`src/rtl/core/bpbu_pkg.sv`:
```
// bpbu_pkg: shared types, register map and helper functions for the
// band pixel byte unpacker. No dependencies.

package bpbu_pkg;

	localparam int MaxBands   = 8;
	localparam int PixelBytes = 4;
	localparam int WordW      = 8 * PixelBytes;

	// register indexes on the configuration port (byte address = 8 * index)
	typedef enum logic [1:0] {
		REG_BAND_COUNT = 2'd0,
		REG_BYTE_ORDER = 2'd1,
		REG_BAND_BYTES = 2'd2,
		REG_BAND_BITS  = 2'd3
	} reg_idx_t;

	localparam logic [3:0]  BandCountReset = 4'd1;
	localparam logic        ByteOrderReset = 1'b0;
	localparam logic [15:0] BandBytesReset = 16'h0000;
	localparam logic [39:0] BandBitsReset  = 40'h39CE739CE7;

	typedef struct packed {
		logic [3:0]  band_count;
		logic        byte_order;
		logic [15:0] band_bytes;
		logic [39:0] band_bits;
	} cfg_t;

	// effective bands per vector: zero reads as one, clipped to the maximum
	function automatic logic [3:0] bands_in_vector(input logic [3:0] n);
		logic [3:0] r;
		r = n;
		if (n == 4'd0) r = 4'd1;
		if (n > 4'(MaxBands)) r = 4'(MaxBands);
		return r;
	endfunction

	// mask with (field + 1) low bits set
	function automatic logic [WordW-1:0] bit_mask(input logic [4:0] field);
		logic [WordW:0] full;
		full = ({{WordW{1'b0}}, 1'b1} << ({1'b0, field} + 6'd1)) - 1'b1;
		return full[WordW-1:0];
	endfunction

endpackage

```
`src/rtl/core/bpbu_regs.sv`:
```
// bpbu_regs: APB-style configuration registers of the unpacker.
// Depends on bpbu_pkg for the register map and the cfg_t struct.

module bpbu_regs import bpbu_pkg::*; (
	input  logic        clk,
	input  logic        arst_n,
	input  logic        psel,
	input  logic        penable,
	input  logic        pwrite,
	input  logic [4:0]  paddr,
	input  logic [63:0] pwdata,
	output logic [63:0] prdata,
	output logic        pready,
	output cfg_t        cfg
);

	logic     wr_en;
	reg_idx_t idx;
	cfg_t     cfg_q;

	assign pready = 1'b1;
	assign wr_en  = psel && penable && pwrite && pready;
	assign idx    = reg_idx_t'(paddr[4:3]);
	assign cfg    = cfg_q;

	// register writes on the access phase of a transfer
	always_ff @(posedge clk or negedge arst_n) begin
		if (!arst_n) begin
			cfg_q.band_count <= BandCountReset;
			cfg_q.byte_order <= ByteOrderReset;
			cfg_q.band_bytes <= BandBytesReset;
			cfg_q.band_bits  <= BandBitsReset;
		end else if (wr_en) begin
			unique case (idx)
				REG_BAND_COUNT: cfg_q.band_count <= pwdata[3:0];
				REG_BYTE_ORDER: cfg_q.byte_order <= pwdata[0];
				REG_BAND_BYTES: cfg_q.band_bytes <= pwdata[15:0];
				REG_BAND_BITS:  cfg_q.band_bits  <= pwdata[39:0];
				default: ;
			endcase
		end
	end

	// read back
	always_comb begin
		unique case (idx)
			REG_BAND_COUNT: prdata = {60'd0, cfg_q.band_count};
			REG_BYTE_ORDER: prdata = {63'd0, cfg_q.byte_order};
			REG_BAND_BYTES: prdata = {48'd0, cfg_q.band_bytes};
			REG_BAND_BITS:  prdata = {24'd0, cfg_q.band_bits};
			default:        prdata = 64'd0;
		endcase
	end

endmodule

```
`src/rtl/core/band_pixel_byte_unpacker.sv`:
```
// band_pixel_byte_unpacker: top level, input register, pixel gathering
// and result register. Depends on bpbu_pkg and bpbu_regs.

// Takes one raw byte per cycle on the s_ stream (tlast marks the end of a
// read) while the m_ stream does not stall, and emits assembled pixels on
// the m_ stream. An accepted byte passes through the input register and
// then the result register, around the combinational gather step.
// A pixel is emitted on the byte that completes it; m_tlast marks the last
// pixel of a vector. When a read ends inside a vector one error result is
// emitted instead (pixel zero, m_tuser[3] set) and the vector is dropped.
// Configure over APB only while the stream is idle; no clearing pass runs
// after reset.

module band_pixel_byte_unpacker import bpbu_pkg::*; (
	input  logic        clk,
	input  logic        arst_n,
	// configuration
	input  logic        psel,
	input  logic        penable,
	input  logic        pwrite,
	input  logic [4:0]  paddr,
	input  logic [63:0] pwdata,
	output logic [63:0] prdata,
	output logic        pready,
	// raw byte stream
	input  logic        s_tvalid,
	output logic        s_tready,
	input  logic [7:0]  s_tdata,   // [7:0] raw_byte
	input  logic        s_tlast,   // end_of_read
	// pixel stream
	output logic        m_tvalid,
	input  logic        m_tready,
	output logic [31:0] m_tdata,   // [31:0] pixel_value
	output logic        m_tlast,   // vector_end
	output logic [3:0]  m_tuser    // [2:0] band_index, [3] partial_error
);

	cfg_t cfg;

	bpbu_regs u_regs (
		.clk     (clk),
		.arst_n  (arst_n),
		.psel    (psel),
		.penable (penable),
		.pwrite  (pwrite),
		.paddr   (paddr),
		.pwdata  (pwdata),
		.prdata  (prdata),
		.pready  (pready),
		.cfg     (cfg)
	);

	// input register
	logic             valid_s1;
	logic [7:0]       byte_s1;
	logic             last_s1;

	// gather state
	logic [2:0]       band_q;
	logic [1:0]       gathered_q;
	logic [WordW-1:0] partial_q;

	// result register
	logic             out_valid_q;
	logic [WordW-1:0] out_pixel_q;
	logic [2:0]       out_band_q;
	logic             out_vend_q;
	logic             out_err_q;

	logic [3:0]       nb;
	logic [1:0]       need_m1;
	logic [4:0]       bits_m1;
	logic [WordW-1:0] word;
	logic             pixel_done;
	logic             vec_done;
	logic             is_err;
	logic             has_result;
	logic             adv;

	// per-band fields and the assembled word
	always_comb begin
		nb         = bands_in_vector(cfg.band_count);
		need_m1    = cfg.band_bytes[2*band_q +: 2];
		bits_m1    = cfg.band_bits[5*band_q +: 5];
		if (cfg.byte_order)
			word = {partial_q[WordW-9:0], byte_s1};
		else
			word = partial_q | (WordW'(byte_s1) << {gathered_q, 3'b000});
		pixel_done = gathered_q >= need_m1;
		vec_done   = pixel_done && (({1'b0, band_q} + 4'd1) >= nb);
		is_err     = last_s1 && !vec_done;
		has_result = is_err || pixel_done;
	end

	// stage advances when its result, if any, has room
	assign adv      = valid_s1 && (!has_result || !out_valid_q || m_tready);
	assign s_tready = !valid_s1 || adv;

	always_ff @(posedge clk or negedge arst_n) begin
		if (!arst_n) begin
			valid_s1 <= 1'b0;
		end else if (s_tready) begin
			valid_s1 <= s_tvalid;
		end
	end

	always_ff @(posedge clk) begin
		if (s_tvalid && s_tready) begin
			byte_s1 <= s_tdata;
			last_s1 <= s_tlast;
		end
	end

	// gather state update
	always_ff @(posedge clk or negedge arst_n) begin
		if (!arst_n) begin
			band_q     <= 3'd0;
			gathered_q <= 2'd0;
			partial_q  <= '0;
		end else if (adv) begin
			if (is_err) begin
				band_q     <= 3'd0;
				gathered_q <= 2'd0;
				partial_q  <= '0;
			end else if (!pixel_done) begin
				partial_q  <= word;
				gathered_q <= gathered_q + 2'd1;
			end else begin
				partial_q  <= '0;
				gathered_q <= 2'd0;
				band_q     <= vec_done ? 3'd0 : band_q + 3'd1;
			end
		end
	end

	// result register
	always_ff @(posedge clk or negedge arst_n) begin
		if (!arst_n) begin
			out_valid_q <= 1'b0;
		end else if (adv && has_result) begin
			out_valid_q <= 1'b1;
		end else if (m_tready) begin
			out_valid_q <= 1'b0;
		end
	end

	always_ff @(posedge clk) begin
		if (adv && has_result) begin
			out_band_q  <= band_q;
			out_err_q   <= is_err;
			out_vend_q  <= !is_err && vec_done;
			out_pixel_q <= is_err ? '0 : (word & bit_mask(bits_m1));
		end
	end

	assign m_tvalid = out_valid_q;
	assign m_tdata  = out_pixel_q;
	assign m_tlast  = out_vend_q;
	assign m_tuser  = {out_err_q, out_band_q};

	// an error result carries no pixel and never ends a vector
	a_err_result: assert property (@(posedge clk) disable iff (!arst_n)
		m_tvalid && m_tuser[3] |-> !m_tlast && m_tdata == '0)
		else $error("error result with pixel data or vector end");

	// the end of a read always leaves the gather state cleared
	a_read_end_clear: assert property (@(posedge clk) disable iff (!arst_n)
		adv && last_s1 |=> band_q == 3'd0 && gathered_q == 2'd0 && partial_q == '0)
		else $error("gather state not cleared at end of read");

	// no gathered bytes means no partial word
	a_partial_empty: assert property (@(posedge clk) disable iff (!arst_n)
		gathered_q == 2'd0 |-> partial_q == '0)
		else $error("partial word held with no bytes gathered");

endmodule
```
`config.mk`:
```
export PLATFORM = sky130hd
export DESIGN_NAME = band_pixel_byte_unpacker
export DESIGN_NICKNAME = d
export VERILOG_FILES = /design/src/rtl/core/bpbu_pkg.sv /design/src/rtl/core/bpbu_regs.sv /design/src/rtl/core/band_pixel_byte_unpacker.sv
export SDC_FILE = /design/constraint.sdc
export NUM_CORES = 1
export LEC_CHECK = 0
export BUFFER_PORTS_ARGS = -buffer_cell sky130_fd_sc_hd__clkbuf_2
export CAP_MARGIN = 5
export CORE_ASPECT_RATIO = 0.8
export CORE_UTILIZATION = 40
export DETAILED_ROUTE_END_ITERATION = 12
export PLACE_DENSITY = 0.63
export SETUP_SLACK_MARGIN = 0.15
export SLEW_MARGIN = 0
export SYNTH_ARGS = -nofsm -noshare
export SYNTH_HDL_FRONTEND = slang
export SYNTH_SLANG_ARGS = --single-unit
```
`constraint.sdc`:
```
create_clock -name clk -period 4.9 [get_ports clk]
set_input_delay 0.245 -clock clk [delete_from_list [all_inputs] [get_ports clk]]
set_output_delay 0.245 -clock clk [all_outputs]
set_load 0.05 [all_outputs]
```
* After elaboration in Yosys (flattened, before gate mapping)
Cells that the tools add are included.
Word-level totals: register bits 146, bits of input ports 85, output and inout port bits 104, word-level logic and storage cells 72
Cells by class: $add $sub $neg 5, mux-type cells 13, multipliers 1, reductions and logical operators 26, bitwise logic cells 2, shift-type cells 4, eq/ne operators 3, $lt $le $gt $ge 3
Operators by type and width (number):
- case mux 64 bit (4 select lines) | 1
- two-way mux 32 bit | 3
- indexed part select 40 x 7 -> 5 bit | 1
- AND 32 bit | 1
- OR 32 bit | 1
- << shifter 1 x 6 -> 32 bit, first input constant | 1
- << shifter 8 x 5 -> 32 bit | 1
- subtractor 32 x 1 -> 32 bit, second input constant | 1
- indexed part select 16 x 5 -> 2 bit | 1
- AND reduction 2 bit | 5
- two-way mux 3 bit | 3
- logical AND 1 bit | 8
- two-way mux 4 bit | 2
- adder 5 x 1 -> 6 bit, second input constant | 1
- multiplier 3 x 3 -> 6 bit, first input constant | 1
- logical NOT 1 bit | 5
- adder 3 x 1 -> 4 bit, second input constant | 1
- == test 2 bit, second input constant | 2
- >= comparator 4 bit | 1
- > comparator 4 bit, second input constant | 1
- logical NOT 4 bit | 1
- logical OR 1 bit | 4
- two-way mux 2 bit | 2
- nonzero test 2 bit | 2
- other kinds (6) | 7

* Longest topological paths before layout
Gate-level depths: netlist of run 1.
depth in word-level cells 14, mapped depth 13

* Cells and area by module
From an unflattened synthesis of run 1, not the netlist that was laid out.
Unflattened totals: cell total of the unflattened synthesis 672, area total of the unflattened synthesis 7721.2 sq um
By module, submodules not included:
- band_pixel_byte_unpacker | area each 4677.0 sq um, times used 1, cells an instance 445
- bpbu_regs | area each 3044.2 sq um, times used 1, cells an instance 227

* Least setup slack after synthesis of run 1
OpenSTA, ideal clock, no wires.
path type flip-flop to flip-flop, from reg band_q[0], to reg byte_s1[0], enable pin, arrival time 3.190 ns, required time 4.562 ns, cell stages (with the launch flop) 11, clock period less this slack 3.527 ns, setup slack 1.373 ns, path through dfrtp_1 > buf_6 > buf_2 > mux4_2 > mux2_2 > ha_1 > nand2b_1 > a211oi_2 > nor2b_1 > nand2b_1 > and2_1
On the way: word-level cells in the longest chain between the ends 12
RTL lines:
- start, declared | line band_pixel_byte_unpacker.sv:59 | logic [2:0] band_q;
- start signal, assigned | line band_pixel_byte_unpacker.sv:131 | band_q <= vec_done ? 3'd0 : band_q + 3'd1;
- adder 3 x 1 -> 4 bit or indexed part select 16 x 5 -> 2 bit (tied branches) | line band_pixel_byte_unpacker.sv:90, band_pixel_byte_unpacker.sv:83
- >= comparator 4 bit or >= comparator 2 bit (tied branches) | line band_pixel_byte_unpacker.sv:90, band_pixel_byte_unpacker.sv:89
- logical AND 1 bit | line band_pixel_byte_unpacker.sv:90 | vec_done = pixel_done && (({1'b0, band_q} + 4'd1) >= nb);
- logical NOT 1 bit | line band_pixel_byte_unpacker.sv:91 | is_err = last_s1 && !vec_done;
- logical AND 1 bit | line band_pixel_byte_unpacker.sv:91
- logical OR 1 bit (*) | line band_pixel_byte_unpacker.sv:92 | has_result = is_err || pixel_done;
- logical NOT 1 bit (*) | line band_pixel_byte_unpacker.sv:96 | assign adv = valid_s1 && (!has_result || !out_valid_q || m_tready);
- logical OR 1 bit (*) (2 in a row) | line band_pixel_byte_unpacker.sv:96
- logical AND 1 bit (*) | line band_pixel_byte_unpacker.sv:96
- logical OR 1 bit (*) | line band_pixel_byte_unpacker.sv:97 | assign s_tready = !valid_s1 || adv;
- via s_tready | line band_pixel_byte_unpacker.sv:27 | output logic s_tready,
- logical AND 1 bit (*) | line band_pixel_byte_unpacker.sv:108 | if (s_tvalid && s_tready) begin
- end signal, assigned | line band_pixel_byte_unpacker.sv:109 | byte_s1 <= s_tdata;
- end, declared | line band_pixel_byte_unpacker.sv:55 | logic [7:0] byte_s1;
The timed path passes the listed nets; every way through them passes the cells marked *. A chain may end at the register's enable or synchronous reset.

* Worst setup path after layout of run 1
from reg band_q[0], to out s_tready
On the way: word-level cells in the longest chain between the ends 11
RTL lines (line):
- adder 3 x 1 -> 4 bit or indexed part select 16 x 5 -> 2 bit (tied branches) | band_pixel_byte_unpacker.sv:90, band_pixel_byte_unpacker.sv:83
- >= comparator 4 bit or >= comparator 2 bit (tied branches) | band_pixel_byte_unpacker.sv:90, band_pixel_byte_unpacker.sv:89
- logical AND 1 bit | band_pixel_byte_unpacker.sv:90
- logical NOT 1 bit | band_pixel_byte_unpacker.sv:91
- logical AND 1 bit | band_pixel_byte_unpacker.sv:91
- logical OR 1 bit (*) | band_pixel_byte_unpacker.sv:92
- logical NOT 1 bit (*) | band_pixel_byte_unpacker.sv:96
- logical OR 1 bit (*) (2 in a row) | band_pixel_byte_unpacker.sv:96
- logical AND 1 bit (*) | band_pixel_byte_unpacker.sv:96
- logical OR 1 bit (*) | band_pixel_byte_unpacker.sv:97
- end, declared | band_pixel_byte_unpacker.sv:27
Every way passes the cells marked *; elsewhere a longest branch is shown, timed or not.

==> results.sh, run 1 <==
export IMPL_ant_nets=0
export IMPL_cts_repair_resized=0
export IMPL_fp_dieH_um=126
export IMPL_hold_viol_final=0
export IMPL_yosys_top_cells_area="dfrtp_1 24%, edfxtp_1 18%, mux2_2 10%"
export IMPL_cp_num_buf_inv=2
export IMPL_power_density_nw_per_um2=631
export IMPL_antenna_cells=0
export IMPL_dp_hpwl_mm=13.5
export IMPL_io_pins=189
export IMPL_syn_inst=688
export IMPL_cp_max_fo=12
export IMPL_ys_seq_elements=146
export IMPL_drive_gt1_share_pct=36.7
export IMPL_synth_compound_area_share_pct=12.6
export IMPL_cp_required_ns=4.66
export IMPL_slowest_stage="dfrtp_1"
export IMPL_insertion_delay_ns=0.44
export IMPL_drc=0
export IMPL_cpLargestDelayFamily="multiplexers"
export IMPL_area_growth_pct=19.7
export IMPL_worst_r2r_endpoint="m_tdata[24]$_SDFFCE_PN0P_"
export IMPL_cts_buffer_depth=2
export IMPL_finalCriticalPeriod_ns=3.84
export IMPL_die_w_um=157
export IMPL_cts_sinks=146
export IMPL_synth_cell_types=66
export IMPL_vias=5706
export IMPL_synth_top_area_share_pct=24.3
export IMPL_min_path_type="in -> reg"
export IMPL_synth_top_family_by_area="multiplexers"
export IMPL_grt_ovfl_total=0
export IMPL_root_buffer="clkbuf_16"
export IMPL_finalSetupViolCount=0
export IMPL_power_leakage_nw=3.97
export IMPL_port_buffers=136
export IMPL_synth_edf_count=46
export IMPL_path_clk_slew_ns=0.06
export IMPL_mostFrequentLayoutCells="135 x clkbuf_2, 75 x dfrtp_1, 70 x mux2_2, 65 x a21oi_1, 52 x nand2_1"
export IMPL_outcome="completed"
export IMPL_initial_core_util_pct=40.7
export IMPL_worstHoldStart="s_tvalid"
export IMPL_nets=917
export IMPL_core_um2=19000
export IMPL_antenna_found_initial=0
export IMPL_muxShareOfSynthArea_pct=17.0
export IMPL_h_tree_depth=4
export IMPL_row_count=45
export IMPL_track_usage_pct=19.7
export IMPL_cts_buffers=17
export IMPL_start_kind="register"
export IMPL_holdPathStages=2
export IMPL_cp_end_kind="output pin"
export IMPL_final_common_cell="clkbuf_2"
export IMPL_syn_area_per_cell_um2=11.2
export IMPL_synth_ff_type="dfrtp_1"
export IMPL_fin_setup_tns_ns=0
export IMPL_drv_slew=0
export IMPL_synth_adder_area_share_pct=1.29
export IMPL_vdd_ir_drop_max_mv=0.287
export IMPL_min_to="valid_s1$_DFFE_PN0N_"
export IMPL_cts_tree="done"
export IMPL_grt_pass1_vias=5230
export IMPL_drt_first_pass_iters=6
export IMPL_gp_congestion=0.858
export IMPL_n_fill_cell=1755
export IMPL_viasPerCell=5.21
export IMPL_grt_pass1_wl_mm=29.3
export IMPL_reg2reg_from="band_q[0]$_DFFE_PN0P_"
export IMPL_synth_xor_xnor_area_share_pct=0.227
export IMPL_routed_wl_mm=18.9
export IMPL_fin_area_um2=9260
export IMPL_relSlewSlack_pct=37.0
export IMPL_grt_max_degree=55
export IMPL_synthArstFlopShare_pct=68.5
export IMPL_synth_simple_area_share_pct=13.0
export IMPL_synth_warnings=0
export IMPL_reg2reg_slack_ns=1.07
export IMPL_skew_ns=0.0122
export IMPL_synth_top_area_cell="dfrtp_1"
export IMPL_wl_per_cell_um=17.2
export IMPL_rsz0062_at_grt="no"
export IMPL_final_util_pct=48.8
export IMPL_ys_seq_area_share_pct=50.6
export IMPL_slowest_delay_ns=0.57
export IMPL_critical_path_class="reg -> out"
export IMPL_rr_worst_depth=10
export IMPL_dr_first_iter_drc_count=412
export IMPL_min_period_over_period_pct=78.3
export IMPL_fp_dieArea_um2=19900
export IMPL_cap_violations=0
export IMPL_worstPathArrival_ns=3.59
export IMPL_worstPathCellList="buf_4 > mux4_2 > mux2_2 > ha_1 > nand2b_1 > a211oi_2 > nor2b_1 > nand2b_1 > clkbuf_2"
export IMPL_worst_slew_pin_slew_ns=0.945
export IMPL_cpMostUsedCell="nand2b_1"
export IMPL_timing_fmax_mhz=261
export IMPL_placed_area_um2=8580
export IMPL_synth_area_um2=7730
-- through the flow --
stage / power (W) / std cells / hold slack [ns] / setup slack, ns
global route: 0.00616 / 1095 / 0.0203 / 0.783
floorplan: 0.00392 / 712 / -0.0506 / 1.37
detailed placement: 0.00458 / 1053 / 0.321 / 1.08
CTS: 0.00587 / 1095 / 0.00173 / 1.01
global placement: 0.00456 / 1053 / 0.316 / 1.11
finish: 0.00584 / 1095 / 0.0103 / 1.06
-- cell families (layout without fill, tap and decap cells) --
kind of cell	Yosys count	after routing
and+or+nand+nor	199	199
AOI/OAI and AO/OA	155	155
DFF	146	146
muxes	103	103
buffers and inverters	73	198
adders and majority gates	8	8
other	2	26
xor gates and xnor gates	2	2
-- worst max-delay path by stage --
stage,cells after the start,slack [ns],endpoint,startpoint
2_1_floorplan,10,1.37,byte_s1[0]$_DFFE_PP_,band_q[0]$_DFFE_PN0P_
4_1_cts,9,1.01,s_tready,band_q[0]$_DFFE_PN0P_
5_1_grt,12,0.78,band_q[2]$_DFFE_PN0P_,band_q[0]$_DFFE_PN0P_
6_report,9,1.06,s_tready,band_q[0]$_DFFE_PN0P_
3_5_place_dp,12,1.08,band_q[2]$_DFFE_PN0P_,band_q[0]$_DFFE_PN0P_
3_3_place_gp,10,1.11,m_tdata[24]$_SDFFCE_PN0P_,band_q[0]$_DFFE_PN0P_
-- final cells by class --
class | count | area (µm²) | share of cell area, %
timing repair buffer | 160 | 888 | 9.60
inverter | 6 | 22.5 | 0.243
sequential | 146 | 3920 | 42.3
clock inverter | 10 | 80.1 | 0.865
clock buffer | 22 | 497 | 5.37
tap | 258 | 323 | 3.49
multi-input combinational | 493 | 3530 | 38.1
-- worst reg2reg max path, delay by kind of cell (launching register included) --
family / cells / cell delay, ns
AOI/OAI and AO/OA: 3 / 0.75
DFF: 1 / 0.57
buffers and inverters: 2 / 0.37
and+or+nand+nor: 2 / 0.74
adders and majority gates: 1 / 0.43
muxes: 2 / 0.75
-- state kept, by name, summed over array words and instances, names as in the netlist, 2 cells and up --
| signal | count |
|---|---|
| u_regs.cfg | 61 |
| m_tdata | 32 |
| partial_q | 32 |
| byte_s1 | 8 |
| band_q | 3 |
| out_band_q | 3 |
| gathered_q | 2 |
-- synthesized netlist by cell type (all sizes together) (4+ instances only) --
library cell,number
o21ai,42
a211oi,15
edfxtp,46
a21oi,66
nand2,53
buf,42
mux2,72
dfstp,25
nor2,47
nor3,16
and2,4
ha,8
inv,6
dfrtp,75
mux2i,20
nor2b,24
nand2b,7
clkbuf,25
and3,29
nand3,4
a22o,10
mux4,11
-- per-layer routing --
metal	global-route usage, %	wire length [µm]	up-vias
met4	6.85	259	0
met5	0	0	-
met2	27.0	8020	202
li1	-	-	2729
met3	4.30	1370	21
met1	30.2	9220	2754
-- repair_timing --
action,4_1_cts,5_1_grt
hold endpoints to repair,50,0
hold buffers,10,0
setup buffers,0,0
-- power breakdown --
group | internal, W | switching, W
Combinational | 0.000816 | 0.00184
Clock | 0.000766 | 0.000495
Sequential | 0.00168 | 0.000237
No activity file was read; power rests on OpenSTA's default activity.
==> run 2: changes to the inputs <==
Clock period 4.9 ns to 3.8 ns, I/O delays scaled along.
==> run 2 against run 1 <==
  * Setup slack got worse by 0.69 ns
  * Clock skew rose by 0.0027 ns
  * Power rose by 31%
  * Global-route usage rose by 1.1 points
  * Count of clock-buffer cells in the layout fell by 5
  * Critical endpoint unchanged
  * Largest power group unchanged
==> results.sh, run 2 (synthesis gave the netlist of run 1 again) <==
export IMPL_outcome="completed"
export IMPL_worstPathArrival_ns=3.24
export IMPL_cap_violations=0
export IMPL_hold_viol_final=0
export IMPL_drive_gt1_share_pct=36.4
export IMPL_gp_congestion=0.885
export IMPL_slowest_delay_ns=0.57
export IMPL_path_clk_slew_ns=0.07
export IMPL_dr_first_iter_drc_count=422
export IMPL_area_growth_pct=24.6
export IMPL_cpMostUsedCell="nand2b_1"
export IMPL_h_tree_depth=4
export IMPL_drt_first_pass_iters=5
export IMPL_io_pins=189
export IMPL_grt_pass1_vias=5715
export IMPL_die_w_um=157
export IMPL_wl_per_cell_um=17.4
export IMPL_cp_num_buf_inv=1
export IMPL_worst_slew_pin_slew_ns=0.896
export IMPL_track_usage_pct=20.8
export IMPL_fp_dieArea_um2=19900
export IMPL_final_common_cell="clkbuf_2"
export IMPL_fin_setup_tns_ns=0
export IMPL_cts_sinks=146
export IMPL_antenna_found_initial=0
export IMPL_grt_pass1_wl_mm=31.4
export IMPL_min_path_type="in -> reg"
export IMPL_n_fill_cell=1741
export IMPL_setup_worst_path_start="band_q[0]$_DFFE_PN0P_"
export IMPL_nets=956
export IMPL_grt_max_degree=46
export IMPL_viasPerCell=5.24
export IMPL_cts_buffer_depth=2
export IMPL_finalSetupViolCount=0
export IMPL_rsz0062_at_grt="no"
export IMPL_port_buffers=136
export IMPL_worstPathCellList="mux4_2 > mux2_2 > ha_1 > nand2b_1 > a211oi_4 > nor2b_1 > nand2b_1 > clkbuf_2"
export IMPL_critical_path_class="reg -> out"
export IMPL_skew_ns=0.0148
export IMPL_power_leakage_nw=4.13
export IMPL_relSlewSlack_pct=40.2
export IMPL_power_density_nw_per_um2=794
export IMPL_mostFrequentLayoutCells="135 x clkbuf_2, 74 x dfrtp_1, 70 x mux2_2, 65 x a21oi_1, 52 x nand2_1"
export IMPL_worst_slack_ns=0.372
export IMPL_dp_hpwl_mm=14.0
export IMPL_vias=5941
export IMPL_dp_slack_ns=0.253
export IMPL_slowest_stage="dfrtp_2"
export IMPL_root_buffer="clkbuf_16"
export IMPL_core_um2=19000
export IMPL_cp_end_kind="output pin"
export IMPL_row_count=45
export IMPL_cpLargestDelayFamily="multiplexers"
export IMPL_routed_wl_mm=19.7
export IMPL_antenna_cells=0
export IMPL_vdd_ir_drop_max_mv=0.372
export IMPL_timing_fmax_mhz=292
export IMPL_reg2reg_from="band_q[0]$_DFFE_PN0P_"
export IMPL_cts_buffers=17
export IMPL_cts_tree="done"
export IMPL_cp_max_fo=12
export IMPL_min_period_over_period_pct=90.2
export IMPL_drc=0
export IMPL_largest_reg_flops=61
export IMPL_worstHoldStart="pwdata[20]"
export IMPL_ant_nets=0
export IMPL_insertion_delay_ns=0.43
export IMPL_fp_dieH_um=126
export IMPL_drv_slew=0
export IMPL_finalCriticalPeriod_ns=3.43
export IMPL_cp_required_ns=3.61
export IMPL_start_kind="register"
export IMPL_grt_ovfl_total=0
export IMPL_initial_core_util_pct=40.7
-- run 2: cell count changes in the layout (fill, tap and decap cells not counted), moves of 3 or more --
cell	delta
buf_4	+8
dlygate4sd3_1	+30
clkinv_4	+3
inv_6	+6
clkinv_2	-7
inv_8	+3
-- run 2: repair_timing --
item                                    in CTS  in global routing
endpoints found under the hold margin       58                  0
pin swaps                                    0                  0
buffers inserted                             0                  0
endpoints found under the setup margin       1                  1
resized for setup                            1                  1
hold buffers                                40                  0
-- run 2: area by class of cell --
class | count | area, µm² | share of cell area, %
clock buffers | 17 | 425 | 4.42
flip-flops and latches | 146 | 3920 | 40.7
repair buffers | 199 | 1270 | 13.2
multi-input cells | 493 | 3540 | 36.8
inverters | 6 | 22.5 | 0.234
well taps | 258 | 323 | 3.35
clock inverters | 15 | 134 | 1.39
-- run 2: metal layers --
metal / wire length [µm] / up-vias / global-route usage, % / part of all wire (%)
met4: 216 / 0 / 6.23 / 1.1
met5: 0 / - / 0 / 0
met3: 1260 / 18 / 3.96 / 6.4
li1: - / 2816 / - / -
met1: 9730 / 2885 / 31.4 / 49
met2: 8480 / 222 / 30.1 / 43
-- run 2: worst paths after layout --
kind | to | slack [ns] | cells past startpoint
min | u_regs.cfg[20]$_DFFE_PN1P_ | 0.02 | 2
min in group asynchronous | partial_q[10]$_DFFE_PN0P_ | 0.19 | 2
max reg2reg | m_tdata[18]$_SDFFCE_PN0P_ | 0.50 | 9
min reg2reg | partial_q[29]$_DFFE_PN0P_ | 0.49 | 2
max in group asynchronous | band_q[0]$_DFFE_PN0P_ | 2.77 | 3
max | s_tready | 0.37 | 8
-- run 2: stage by stage --
stage	area [µm²]	power [W]	instances	hold WS, ns	utilization, %
floorplan	7820	0.00506	712	-0.106	-
global placement	8660	0.00597	1062	0.0869	45.6
detailed placement	8660	0.00601	1062	0.0882	45.6
CTS	9620	0.00765	1134	0.000870	50.7
global route	9630	0.00808	1134	0.00896	50.7
finish	9630	0.00764	1134	0.0207	50.7
-- run 2: power breakdown --
group | switching, W | internal [W] | leakage, nW
Combinational | 0.00243 | 0.00114 | 2.16
Clock | 0.000728 | 0.000864 | 0.280
Sequential | 0.000307 | 0.00217 | 1.69
Total | 0.00347 | 0.00418 | 4.13
